## src/sv/wto_fifo.sv

```systemverilog
module wto_fifo #(
	parameter int WIDTH = 16,
	parameter int DEPTH = 2
) (
	input  logic             clk,
	input  logic             arst_n,
	input  logic             wr_en,
	input  logic [WIDTH-1:0] wr_data,
	output logic             full,
	input  logic             rd_en,
	output logic [WIDTH-1:0] rd_data,
	output logic             empty
);

	localparam int PTRW = (DEPTH > 1) ? $clog2(DEPTH) : 1;
	localparam int CNTW = $clog2(DEPTH + 1);
	localparam logic [PTRW-1:0] LAST = PTRW'(DEPTH - 1);

	logic [WIDTH-1:0] data_q [DEPTH];
	logic [PTRW-1:0]  wr_ptr_q;
	logic [PTRW-1:0]  rd_ptr_q;
	logic [CNTW-1:0]  count_q;
	logic             do_wr;
	logic             do_rd;

	assign full    = (count_q == CNTW'(DEPTH));
	assign empty   = (count_q == '0);
	assign do_wr   = wr_en && !full;
	assign do_rd   = rd_en && !empty;
	assign rd_data = data_q[rd_ptr_q];

	always_ff @(posedge clk) begin
		if (do_wr) begin
			data_q[wr_ptr_q] <= wr_data;
		end
	end

	always_ff @(posedge clk or negedge arst_n) begin
		if (!arst_n) begin
			wr_ptr_q <= '0;
			rd_ptr_q <= '0;
			count_q  <= '0;
		end else begin
			if (do_wr) begin
				wr_ptr_q <= (wr_ptr_q == LAST) ? '0 : wr_ptr_q + 1'b1;
			end
			if (do_rd) begin
				rd_ptr_q <= (rd_ptr_q == LAST) ? '0 : rd_ptr_q + 1'b1;
			end
			if (do_wr && !do_rd) begin
				count_q <= count_q + 1'b1;
			end else if (do_rd && !do_wr) begin
				count_q <= count_q - 1'b1;
			end
		end
	end

endmodule

```

## config.mk

```make
export PLATFORM = sky130hd
export DESIGN_NAME = wto_fifo
export DESIGN_NICKNAME = d
export VERILOG_FILES = /design/src/sv/wto_fifo.sv
export SDC_FILE = /design/constraint.sdc
export NUM_CORES = 1
export LEC_CHECK = 0
export BUFFER_PORTS_ARGS = -buffer_cell sky130_fd_sc_hd__buf_2
export CAP_MARGIN = 20
export CELL_PAD_IN_SITES_DETAIL_PLACEMENT = 0
export CELL_PAD_IN_SITES_GLOBAL_PLACEMENT = 2
export CORE_MARGIN = 2
export CORE_UTILIZATION = 36
export DETAILED_ROUTE_END_ITERATION = 6
export PLACE_DENSITY_LB_ADDON = 0.1
export SLEW_MARGIN = 40
export SYNTH_ARGS = -nofsm -noshare
export SYNTH_HDL_FRONTEND = slang
export SYNTH_SLANG_ARGS = --single-unit
export TNS_END_PERCENT = 100
```

## constraint.sdc

```tcl
create_clock -name clk -period 2 [get_ports clk]
set_input_delay 0.2 -clock clk [delete_from_list [all_inputs] [get_ports clk]]
set_output_delay 0.2 -clock clk [all_outputs]
set_load 0.1 [all_outputs]
```

==> impl_metrics.ini <==
[yosys]
synth_most_common_cell = edfxtp_1
yosysTopAreaCell = edfxtp_1
synthTopCellsByArea = edfxtp_1 (69%), mux2_4 (9.6%), dfrtp_1 (7.1%), mux2_2 (5.6%), xnor2_1 (1.9%)
synthTopCellsByCount = edfxtp_1 (32), mux2_4 (9), mux2_2 (7)
syn_inst = 69
ys_seq_area_share_pct = 75.65
async_flop_share_pct = 11.11
synthDominantCellAreaShare_pct = 68.51
synth_edf_count = 32
synth.ff_latch_count = 36
ys_types = 15
yosysWarnings = 0
synthFlopType = edfxtp_1
postSynthAreaPerCell_um2 = 20.33
synth_fp_nets = 90
netlist_area_um2 = 1403

[final_layout]
register_area_um2 = 1061
area_delta_synth_final_pct = 42.37
final_net_count = 139
fillers = 317
multi_input_area_um2 = 305.3
finalNonFillerCells = 167
drive_above_1_share_pct = 56.30
diodes = 0
final_design_area_no_fill_um2 = 1997

[placement]
placed_area_um2 = 1904
place.detailed.hpwl_um = 1593
io_buffers = 37
gp_congestion = 0.5984
dp.cells = 158

[die]
core-area_um2 = 3716
initial_core_util_pct = 37.74
ios = 38
die_x_um = 66.42
die_area_um2 = 4412
fp-row-count = 22
chipHeight_um = 66.42

[clock_network]
htree_levels = 2
cts_sinks = 36
cts_root_buf = clkbuf_8
clockBufferDepth = 2
cts_tree = built
post-cts-setup-buffers = 0
clock_latency_ns = 0.28
hold_buffers = 1
cts_resized = 0
tritoncts.num_buffers = 5
clk_pin_slew_ns = 0.06

[drt]
post_drt_wl_per_cell_um = 12.63
wl_met3_um = 108
postRouteAntennaNets = 0
highest_layer = met4
wl_met1_um = 894
vias = 732
first_iter_violations = 15
first_pass_iters = 3
wl_um = 2109
vias_per_cell = 4.383
wl_met2_um = 1043
drc = 0

[setup_path]
critPathLaunch = count_q[0]
r2r-end = count_q[1]
crit_arrival_ns = 1.38
worst-path-buf-inv = 2
cpLargestDelayFamily = buffers and inverters
crit_path_cell_trace = nand2b_1 -> inv_1 -> buf_2
cp_slowest_cell = dfrtp_1
ff2ff_path_depth = 6
max_stage_delay_ns = 0.43
path_max_fanout = 5
crit_type = flop to output port
cp-endpoint = full
r2r-start = count_q[0]
end_kind = output port
required_ns = 1.80
critPathLaunchType = flop
worst-path-stages = 3
r2r_slack_ns = 0.47

[sta]
fin_hold_ws_ns = 0.1074
grt_setup_unrepaired = no
maxSlewHeadroom_pct = 67.85
fin_crit_sh_pct = 79.22
drv_slew = 0
fin_worst_skew_ns = 0.003751
min_period_ns = 1.584
setup_viol = 0
clock.fmax_mhz = 631.2
setup_tns_ns = 0
worstMarginPinSlew_ns = 0.4857
final-hold-violation-count = 0

[status]
status = finished clean

[global_routing]
grt_overflow = 0
grt_pass1_wl_um = 3312
grt.total_usage_pct = 10.87
first_global_vias = 734
grt_max_degree = 12
antenna_found_initial = 0

[hold_path]
hold_class = input port to flop

[run]
drv_cap = 0
==> through the flow <==
stage / worst slack (ns) / utilization (%)
floorplan: 0.1124 / -
global route: 0.3265 / 53.74
global placement: 0.5625 / 51.25
finish: 0.4157 / 53.74
detailed placement: 0.4925 / 51.25
CTS: 0.3977 / 53.74
==> final cells by class <==
class	count	share of cell area, %
flip-flops and latches	36	53.13
multi-input cells	29	15.29
clock inverters	3	0.6892
repair buffers	44	24.06
well taps	48	3.008
clock buffers	5	3.446
inverters	2	0.3759
==> per-layer routing <==
metal / GRT usage [%] / up-vias
met5: 0 / -
met4: 8.418 / 0
met3: 2.726 / 7
met2: 16.25 / 23
met1: 13.35 / 350
li1: - / 352
==> kinds of logic after synthesis <==
logic type               count (synthesis)  share of synthesized area [%]
buffers and inverters                    4                          2.766
AO/OA/AOI/OAI                            1                         0.3565
adder cells (fa/ha/maj)                  1                         0.8919
AND/OR/NAND/NOR                          6                          1.963
XOR/XNOR                                 5                          3.123
multiplexers                            16                          15.25
flip-flops                              36                          75.65
==> worst reg2reg max path: cells and delay by family, from the launching register on <==
family        cells  cell delay [ns]
flops             1             0.43
buf+inv           1             0.06
simple gates      3             0.48
xor+xnor          1             0.16
fa+ha+maj         1             0.32
==> layout by cell type, fill, tap and decap left out, drive strengths merged <==
cell | Yosys | final
and3 | 1 | 1
buf | 2 | 43
clkbuf | 0 | 5
clkinv | 0 | 3
dfrtp | 4 | 4
dlygate4sd3 | 0 | 1
edfxtp | 32 | 32
ha | 1 | 1
inv | 2 | 2
mux2 | 16 | 16
nand2 | 1 | 1
nand2b | 1 | 1
nor2 | 3 | 3
o21ai | 1 | 1
xnor2 | 3 | 3
xor2 | 2 | 2
==> state kept, by name (all words and copies together), names as in the netlist <==
| signal | count |
|---|---|
| data_q | 32 |
| count_q | 2 |
| rd_ptr_q | 1 |
| wr_ptr_q | 1 |
==> worst min-delay path by stage <==
stage                           from           end  depth (start not counted)
after floorplan               arst_n    count_q[0]                          0
after global placement        arst_n    count_q[0]                          1
after detailed placement      arst_n      wr_ptr_q                          1
after CTS                 wr_data[7]  data_q[0][7]                          1
after global routing      wr_data[7]  data_q[0][7]                          1
final                     wr_data[7]  data_q[0][7]                          1
Power is left out: the tool's default activity adds up to more than one toggle a clock period on the data nets, which glitch-free logic cannot reach.
