===== src/sv/wto_pkg.sv =====
package wto_pkg;

	// Field widths fixed by the register map and the request format.
	localparam int ADDR_BITS  = 11;
	localparam int INC_BITS   = 27;
	localparam int AMP_BITS   = 16;
	localparam int LEN_BITS   = 12;
	localparam int PADDR_BITS = 4;
	localparam int PDATA_BITS = 32;
	localparam int AMP_SHIFT  = 15;

	typedef logic [1:0] opcode_t;
	localparam opcode_t OP_TICK  = 2'd0;
	localparam opcode_t OP_WRITE = 2'd1;
	localparam opcode_t OP_START = 2'd2;
	localparam opcode_t OP_STOP  = 2'd3;

	// Commands handed from the front end to the engine.
	typedef logic [1:0] cmd_kind_t;
	localparam cmd_kind_t CMD_ZERO  = 2'd0;
	localparam cmd_kind_t CMD_TICK  = 2'd1;
	localparam cmd_kind_t CMD_WRITE = 2'd2;
	localparam cmd_kind_t CMD_CLEAR = 2'd3;

	typedef logic [1:0] reg_index_t;
	localparam reg_index_t REG_INC = 2'd0;
	localparam reg_index_t REG_AMP = 2'd1;
	localparam reg_index_t REG_LEN = 2'd2;

	localparam logic [AMP_BITS-1:0] AMP_ONE   = 16'h8000;
	localparam logic [LEN_BITS-1:0] LEN_RESET = 12'd2048;

	typedef struct packed {
		logic [INC_BITS-1:0] inc;
		logic [AMP_BITS-1:0] amp;
		logic [LEN_BITS-1:0] len;
	} cfg_t;

endpackage


===== src/sv/wto_front.sv =====
module wto_front #(
	parameter int TABLE_DEPTH = 2048,
	parameter int SAMPLE_BITS = 16
) (
	input  logic                                    clk,
	input  logic                                    arst_n,
	input  logic                                    push,
	output logic                                    full,
	input  wto_pkg::opcode_t                        opcode,
	input  logic [wto_pkg::ADDR_BITS-1:0]           table_address,
	input  logic [SAMPLE_BITS-1:0]                  table_value,
	input  logic                                    cmd_full,
	output logic                                    cmd_push,
	output logic [2+wto_pkg::ADDR_BITS+SAMPLE_BITS-1:0] cmd_data
);

	import wto_pkg::*;

	logic      playing_q;
	logic      accept;
	cmd_kind_t kind;
	logic      addr_ok;

	assign full    = cmd_full;
	assign accept  = push && !cmd_full;
	assign addr_ok = (32'(table_address) < TABLE_DEPTH);

	// The play state is tracked here so that each tick is already known to be
	// live or silent when it reaches the engine.
	always_comb begin
		kind     = CMD_ZERO;
		cmd_push = 1'b0;
		unique case (opcode)
			OP_TICK: begin
				kind     = playing_q ? CMD_TICK : CMD_ZERO;
				cmd_push = accept;
			end
			OP_WRITE: begin
				kind     = CMD_WRITE;
				cmd_push = accept && addr_ok;
			end
			OP_START: begin
				kind     = CMD_ZERO;
				cmd_push = 1'b0;
			end
			OP_STOP: begin
				kind     = CMD_CLEAR;
				cmd_push = accept;
			end
			default: begin
				kind     = CMD_ZERO;
				cmd_push = 1'b0;
			end
		endcase
	end

	assign cmd_data = {kind, table_address, table_value};

	always_ff @(posedge clk or negedge arst_n) begin
		if (!arst_n) begin
			playing_q <= 1'b0;
		end else if (accept) begin
			if (opcode == OP_START) begin
				playing_q <= 1'b1;
			end else if (opcode == OP_STOP) begin
				playing_q <= 1'b0;
			end
		end
	end

endmodule


===== config.mk =====
export PLATFORM = sky130hd
export DESIGN_NAME = wto_front
export DESIGN_NICKNAME = d
export VERILOG_FILES = /design/src/sv/wto_pkg.sv /design/src/sv/wto_front.sv
export SDC_FILE = /design/constraint.sdc
export NUM_CORES = 1
export LEC_CHECK = 0
export BUFFER_PORTS_ARGS = -buffer_cell sky130_fd_sc_hd__buf_2
export CORE_AREA = 4 4 41 43
export DETAILED_ROUTE_END_ITERATION = 10
export DIE_AREA = 0 0 45 47
export PLACE_DENSITY = 0.76
export SETUP_SLACK_MARGIN = 0.3
export SLEW_MARGIN = 20
export SYNTH_ARGS = -nofsm -noshare
export SYNTH_HDL_FRONTEND = slang
export SYNTH_SLANG_ARGS = --single-unit

===== constraint.sdc =====
create_clock -name clk -period 1.7 [get_ports clk]
set_clock_uncertainty 0.15 [all_clocks]
set_input_delay 0.085 -clock clk [delete_from_list [all_inputs] [get_ports clk]]
set_output_delay 0.085 -clock clk [all_outputs]
set_load 0.02 [all_outputs]

==> flow_metrics.py, run 1 <==
metrics = {
    "setup_path": {
        "critical_path_class": "reg2out",
        "required_ns": 1.46,
        "critical_path_arrival_ns": 0.67,
        "end_kind": "output port",
        "critPathLaunchType": "flop",
        "r2r_slack_ns": 0.96,
        "crit_start": "playing_q$_DFFE_PN0P_",
        "critPathMaxFanout": 2,
        "reg2reg_from": "playing_q$_DFFE_PN0P_",
    },
    "synth": {
        "synthTopCellsByArea": "buf_4, dfrtp_1, mux2i_1, nand3b_1, nor3b_1",
        "yosys_warnings": 0,
        "synth-simple-area-share": 0.108,
        "yosysSeqAreaShare": 0.0866,
        "synth_nets": 71,
        "synth-seq-cells": 1,
        "synth_edf_count": 0,
        "synthArstFlopShare": 1.00,
        "avgSynthCellArea_um2": 7.61,
        "synthCells": 38,
        "yosysTopAreaCellShare": 0.727,
        "synth_xor_area_frac": 0,
        "synth.largest_area_cell": "buf_4",
        "synthMuxAreaShare": 0.0346,
        "synth-adder-area-share": 0,
        "synth.distinct_cells": 11,
        "synth_area_um2": 289,
        "synthFlopType": "dfrtp_1",
        "synth.most_common_cell": "buf_4",
        "synth_top_family_by_area": "buffers and inverters",
        "synth-compound-area-share": 0.0173,
    },
    "run_status": {
        "outcome": "finished clean",
    },
    "finish": {
        "area_growth_pct": -48.5,
        "top_register": "playing_q",
        "drive_gt1_frac": 0.474,
        "largest_register_ff_count": 1,
        "fin_cells": 34,
        "fin_nets": 54,
        "antennaDiodeCount": 0,
        "reg_top3": "playing_q: 1 flops",
        "final_core_util": 0.114,
    },
    "placement": {
        "gp_congestion": 0.575,
        "io_buffer_count": 9,
        "placed_cells": 33,
    },
    "grt": {
        "antenna_found_initial": 0,
        "grt_pass1_wl_um": 510,
        "grt_max_degree": 6,
        "first_global_vias": 120,
        "track_usage": 0.0308,
        "grt_overflow": 0,
    },
    "clock_tree": {
        "path_clk_slew_ns": 0,
        "ctsResizeCount": 0,
        "worstSkewPairLatency_ns": 0,
    },
    "timing": {
        "fmax_mhz": 1100,
        "rsz0062_at_grt": "no",
        "tightest_slew_ns": 0.121,
        "relSlewSlack": 0.917,
        "tns_ns": 0,
        "fin_crit_sh": 0.533,
        "min_period_ns": 0.906,
        "setup_viol": 0,
        "hold_violations": 0,
        "drv_slew": 0,
    },
    "die": {
        "rows": 13,
        "dieArea_um2": 2120,
        "die_h_um": 47,
        "core_area_um2": 1300,
        "initial_utilization": 0.222,
        "die_w_um": 45,
        "io_pins": 64,
    },
    "route": {
        "drtPass1Iterations": 1,
        "wl_um": 357,
        "wl_per_cell_um": 10.5,
        "drc": 0,
        "final_antenna_net_count": 0,
        "drt_iter0_drc": 0,
        "viasPerCell": 3.35,
        "dr_total_vias": 114,
    },
    "min_path": {
        "min-delay-start": "table_value[12]",
        "hold_path.class": "in2out",
    },
    "flow_run": {
        "drv_cap": 0,
    },
    "pwr": {
        "p_per_area_nw_per_um2": 438,
        "total_power_uw": 65.2,
        "peakVddDrop_mv": 0.0550,
        "p_leak_uw": 0.0000783,
    },
}
==> metal layers <==
layer | global-route usage | up-vias | part of all wire
met4 | 0.0234 | 0 | 0.034
met1 | 0.0249 | 43 | 0.24
li1 | - | 50 | -
met3 | 0.0268 | 4 | 0.38
met5 | 0 | - | 0
met2 | 0.0480 | 17 | 0.35
==> final cells by class <==
cell class / instances / area [µm²]
Fill cell: 154 / 1150
Timing Repair Buffer: 10 / 55.1
Multi-Input combinational cell: 7 / 46.3
Sequential cell: 1 / 25.0
Tap cell: 15 / 18.8
Inverter: 1 / 3.75
==> metrics by stage <==
step           worst slack, ns  hold WS, ns  instance area, µm²
2_1_floorplan            0.616       -0.361                 289
3_3_place_gp             0.794       -0.288                 139
3_5_place_dp             0.785       -0.286                 139
4_1_cts                  0.790       0.0201                 149
5_1_grt                  0.717       0.0200                 149
6_report                 0.794       0.0200                 149
==> final timing paths <==
path / endpoint / cells past startpoint
max in group asynchronous: playing_q$_DFFE_PN0P_ / 2
max: cmd_data[27] / 3
min in group asynchronous: playing_q$_DFFE_PN0P_ / 2
max reg2reg: playing_q$_DFFE_PN0P_ / 2
min reg2reg: playing_q$_DFFE_PN0P_ / 2
min: cmd_data[12] / 0
==> power breakdown <==
group | leakage [µW] | switching [µW] | internal (µW)
combinational | 0.0000669 | 18.5 | 15.7
clock | 0 | 0 | 0
sequential | 0.0000115 | 2.19 | 28.8
total | 0.0000783 | 20.7 | 44.5
==> kinds of logic after synthesis <==
kind of cell / Yosys count
simple gates: 5
mux: 1
flops: 1
compound gates: 1
buf+inv: 30
==> worst max-delay path: stages, from the launching register on <==
cell and delay, ns:
dfrtp_1 0.32, nand2b_1 0.05, o21ai_0 0.12, buf_2 0.18
==> layout by cell type (no fill, tap or decap), drive strengths merged <==
master	n
buf	9
dfrtp	1
dlygate4sd3	1
inv	1
mux2i	1
nand2	1
nand2b	1
nand3b	1
nor2b	1
nor3b	1
o21ai	1
==> timing repair <==
item | CTS | global route
hold buffers | 1 | 0
buffers inserted | 0 | 0
endpoints found under the hold margin | 1 | 0
Power figures use the tool's default switching activity.
==> inputs of run 2 (changes only) <==
- CORE_AREA: 4 4 41 43 -> default
- CORE_MARGIN: default -> 4
- CORE_UTILIZATION: default -> 20
- DIE_AREA: 0 0 45 47 -> default
- PLACE_DENSITY: 0.76 -> 0.74
- clock period: 1.7 -> 0.8 ns (I/O delays scaled with it)
==> flow_metrics.py, run 2 (synthesis gave the netlist of run 1 again) <==
metrics = {
    "run_status": {
        "failed_checks": "hold timing, setup timing",
        "outcome": "finished, violations left",
    },
    "route": {
        "viasPerCell": 3.94,
        "drt_iter0_drc": 0,
        "drtPass1Iterations": 1,
        "dr_total_vias": 134,
        "wl_um": 379,
        "final_antenna_net_count": 0,
        "wl_per_cell_um": 11.1,
        "drc": 0,
    },
    "min_path": {
        "hold_path.class": "in2async",
    },
    "grt": {
        "first_global_vias": 122,
        "antenna_found_initial": 0,
        "grt_pass1_wl_um": 510,
        "track_usage": 0.0317,
        "grt_overflow": 0,
        "grt_max_degree": 6,
    },
    "timing": {
        "min_period_ns": 0.852,
        "relSlewSlack": 0.925,
        "fmax_mhz": 1170,
        "tns_ns": -0.0517,
        "fin_crit_sh": 1.06,
        "fin_ws_ns": -0.0517,
        "setup_viol": 1,
        "timing.hold.ws_ns": -0.335,
        "hold_violations": 28,
        "tightest_slew_ns": 0.110,
        "drv_slew": 0,
        "rsz0062_at_grt": "yes",
    },
    "finish": {
        "top_register": "playing_q",
        "largest_register_ff_count": 1,
        "fin_cells": 34,
        "area_growth_pct": -26.4,
        "antennaDiodeCount": 0,
        "reg_top3": "playing_q: 1 flops",
        "stdcell_area_um2": 213,
        "fin_nets": 54,
        "drive_gt1_frac": 0.684,
        "final_common_cell": "buf_6",
        "mostFrequentLayoutCells": "buf_6, buf_4, buf_2",
    },
    "die": {
        "die_w_um": 46.0,
        "initial_utilization": 0.217,
        "rows": 13,
        "dieArea_um2": 2120,
        "core_area_um2": 1330,
        "die_h_um": 46.0,
        "io_pins": 64,
    },
    "pwr": {
        "p_per_area_nw_per_um2": 860,
        "p_leak_uw": 0.000101,
        "peakVddDrop_mv": 0.212,
    },
    "placement": {
        "io_buffer_count": 9,
        "hpwlAfterDp_um": 325,
        "placed_cells": 34,
        "placed_area_um2": 176,
        "gp_congestion": 0.626,
    },
    "setup_path": {
        "critPathLaunchType": "flop",
        "r2r-end": "playing_q$_DFFE_PN0P_",
        "critical_path_arrival_ns": 0.66,
        "r2r_slack_ns": 0.06,
        "critical_path_class": "reg2out",
        "critPathMaxFanout": 2,
        "required_ns": 0.61,
        "reg2reg_from": "playing_q$_DFFE_PN0P_",
        "reg2regPathDepth": 2,
        "end_kind": "output port",
    },
    "clock_tree": {
        "path_clk_slew_ns": 0,
        "cts_setup_buffers": 0,
        "worstSkewPairLatency_ns": 0,
    },
    "flow_run": {
        "drv_cap": 0,
    },
}
run 2: how the worst max path moves through the flow:
stage	start	end	slack, ns	cells past startpoint
floorplan	playing_q$_DFFE_PN0P_	cmd_data[27]	0.02	2
global placement	playing_q$_DFFE_PN0P_	cmd_data[27]	-0.07	3
detailed placement	playing_q$_DFFE_PN0P_	cmd_data[27]	-0.08	3
CTS	playing_q$_DFFE_PN0P_	cmd_data[27]	-0.06	3
global route	playing_q$_DFFE_PN0P_	cmd_data[27]	-0.08	3
finish	playing_q$_DFFE_PN0P_	cmd_data[27]	-0.05	3
run 2: stage by stage:
step                 util  setup WS, ns  power [µW]
finish              0.159       -0.0517         183
global placement    0.132       -0.0721         159
CTS                 0.159       -0.0562         185
detailed placement  0.132       -0.0840         160
global route        0.159       -0.0833         193
floorplan               -        0.0192         322
run 2: final cells by class:
cell class,count,area (µm²)
Fill cell,152,1120
Timing Repair Buffer,10,88.8
Multi-Input combinational cell,7,76.3
Sequential cell,1,25.0
Tap cell,15,18.8
Inverter,1,3.75
run 2: worst max-delay path, cell delays in order, from the launching register on:
cell and delay (ns):
dfrtp_1 0.32, nand2b_1 0.09, o21ai_4 0.13, buf_6 0.13
run 2: per-layer routing:
layer,global-route usage,wire length (µm)
met1,0.0301,115
met3,0.0435,146
met4,0.00568,2
met5,0,0
met2,0.0412,114
run 2: power by group:
| part | total, µW | switching [µW] | internal (µW) |
|---|---|---|---|
| clock network | 0 | 0 | 0 |
| registers | 65.7 | 4.55 | 61.1 |
| logic | 117 | 52.9 | 64.3 |
| total | 183 | 57.5 | 125 |
run 2: what timing repair did:
item,4_1_cts,5_1_grt
hold endpoints to repair,28,28
resized for setup,11,0
endpoints found under the setup margin,5,4
pin swaps,1,0
==> inputs of run 3 (changes only) <==
- ABC_AREA: default -> 1
- PLACE_DENSITY: 0.74 -> 0.73
==> flow_metrics.py, run 3 <==
metrics = {
    "pwr": {
        "intPower_uw": 111,
        "p_sw_frac": 0.374,
        "total_power_uw": 177,
        "peakVddDrop_mv": 0.314,
        "p_leak_uw": 0.0000923,
        "p_switching_uw": 66.1,
        "combPwrFrac": 0.632,
        "seq_power_share": 0.368,
        "p_clk_frac": 0,
        "p_per_area_nw_per_um2": 900,
    },
    "timing": {
        "min_period_ns": 0.862,
        "fin_ws_ns": -0.0625,
        "fmax_mhz": 1160,
        "fin_crit_sh": 1.08,
        "hold_violations": 28,
        "setup_viol": 1,
        "relSlewSlack": 0.897,
        "rsz0062_at_grt": "yes",
        "drv_slew": 0,
        "timing.hold.ws_ns": -0.332,
        "tightest_slew_ns": 0.155,
    },
    "min_path": {
        "hold_path.class": "in2async",
    },
    "die": {
        "dieArea_um2": 2130,
        "io_pins": 64,
        "initial_utilization": 0.219,
        "die_h_um": 46.2,
        "core_area_um2": 1330,
        "die_w_um": 46.2,
        "rows": 13,
    },
    "route": {
        "viasPerCell": 3.54,
        "final_antenna_net_count": 0,
        "drc": 0,
        "drtPass1Iterations": 1,
        "wl_um": 409,
        "drt_iter0_drc": 0,
        "wl_per_cell_um": 11.1,
        "dr_total_vias": 131,
    },
    "placement": {
        "hpwlAfterDp_um": 351,
        "io_buffer_count": 9,
        "gp_congestion": 0.664,
        "placed_area_um2": 170,
    },
    "setup_path": {
        "required_ns": 0.61,
        "slowest_delay_ns": 0.34,
        "critical_path_arrival_ns": 0.67,
        "crit_path_top_delay_cell": "dfrtp_1",
        "critical_path_class": "reg2out",
        "critPathLaunchType": "flop",
        "critPathMaxFanout": 2,
        "cp_cell_sequence": "nand2_2 -> a21oi_4 -> buf_6",
        "end_kind": "output port",
    },
    "grt": {
        "grt_pass1_wl_um": 565,
        "first_global_vias": 144,
        "grt_overflow": 0,
        "grt_max_degree": 4,
        "antenna_found_initial": 0,
        "track_usage": 0.0331,
    },
    "finish": {
        "drive_gt1_frac": 0.773,
        "mostFrequentLayoutCells": "buf_2, buf_6",
        "final_core_util": 0.147,
        "largest_register_ff_count": 1,
        "stdcell_area_um2": 196,
        "area_growth_pct": -32.6,
        "reg_top3": "playing_q: 1 flops",
        "fin_nets": 57,
        "top_register": "playing_q",
        "antennaDiodeCount": 0,
        "final_common_cell": "buf_2",
    },
    "synth": {
        "synth-seq-cells": 1,
        "synth.most_common_cell": "buf_4",
        "yosysTopAreaCellShare": 0.721,
        "synthMuxAreaShare": 0,
        "synth.largest_area_cell": "buf_4",
        "synth-simple-area-share": 0.124,
        "synth_top_family_by_area": "buffers and inverters",
        "synthCells": 42,
        "synth_xor_area_frac": 0,
        "synth.distinct_cells": 11,
        "synthFlopType": "dfrtp_1",
        "yosysSeqAreaShare": 0.0858,
        "synth-compound-area-share": 0.0172,
        "avgSynthCellArea_um2": 6.94,
        "synth_edf_count": 0,
        "synth-adder-area-share": 0,
        "ys_top_cells_by_count": "buf_4, nand2_1, inv_2",
        "yosys_warnings": 0,
        "synthArstFlopShare": 1.00,
        "synthTopCellsByArea": "buf_4, dfrtp_1, nand2_1, inv_2, nand4_1",
        "synth_area_um2": 292,
        "synth_nets": 75,
    },
    "clock_tree": {
        "path_clk_slew_ns": 0,
        "cts_setup_buffers": 0,
        "worstSkewPairLatency_ns": 0,
    },
    "run_status": {
        "outcome": "finished, violations left",
        "failed_checks": "hold timing, setup timing",
    },
    "flow_run": {
        "drv_cap": 0,
    },
}
run 3: worst paths after layout:
path | slack, ns | depth (start not counted) | to | startpoint
max | -0.06 | 3 | cmd_data[27] | playing_q$_DFFE_PN0P_
min | -0.33 | 1 | playing_q$_DFFE_PN0P_ | arst_n
max reg2reg | 0.05 | 2 | playing_q$_DFFE_PN0P_ | playing_q$_DFFE_PN0P_
min reg2reg | 0.34 | 2 | playing_q$_DFFE_PN0P_ | playing_q$_DFFE_PN0P_
max in group asynchronous | 0.75 | 1 | playing_q$_DFFE_PN0P_ | arst_n
min in group clk | -0.07 | 0 | cmd_data[11] | table_value[11]
run 3: area by class of cell:
type,instances,area (µm²)
fillers,158,1140
multi-input cells,9,70.1
repair buffers,9,68.8
flip-flops and latches,1,25.0
well taps,15,18.8
inverters,3,13.8
run 3: cell families (layout without fill, tap and decap cells):
kind of cell,after synthesis,count (layout)
buffers and inverters,32,12
DFF,1,1
AOI/OAI and AO/OA,1,1
and+or+nand+nor,8,8
run 3: repair_timing:
item,in CTS,in global routing
pin swaps,1,1
resized for setup,6,3
cloned,0,0
endpoints found under the setup margin,4,5
endpoints found under the hold margin,28,28
run 3: critical path, delay by kind of cell, from the launching register on:
family	cells	cell delay [ns]
buffers and inverters	1	0.13
and+or+nand+nor	1	0.08
AOI/OAI and AO/OA	1	0.13
DFF	1	0.34
run 3: power by group through the flow:
stage	combinational, µW	clock, µW	sequential (µW)
after detailed placement	94.0	0	63.0
final	112	0	65.0
after floorplan	259	0	62.6
after global placement	91.2	0	62.9
after global routing	119	0	64.9
after CTS	108	0	64.5
run 3: stage by stage:
stage | setup TNS [ns] | std cells | setup WS, ns | hold slack (ns)
CTS | -0.0584 | 37 | -0.0584 | -0.330
detailed placement | -0.0951 | 37 | -0.0951 | -0.330
global route | -0.0737 | 37 | -0.0737 | -0.328
global placement | -0.0696 | 37 | -0.0696 | -0.332
finish | -0.0625 | 37 | -0.0625 | -0.332
floorplan | 0 | 42 | 0.0223 | -0.406
run 3: layer usage:
layer / vias up / share of wire / GRT usage
met2: 12 / 0.51 / 0.0577
met5: - / 0 / 0
met3: 0 / 0.19 / 0.0156
met1: 59 / 0.30 / 0.0320
met4: 0 / 0 / 0.0170
li1: 60 / - / -
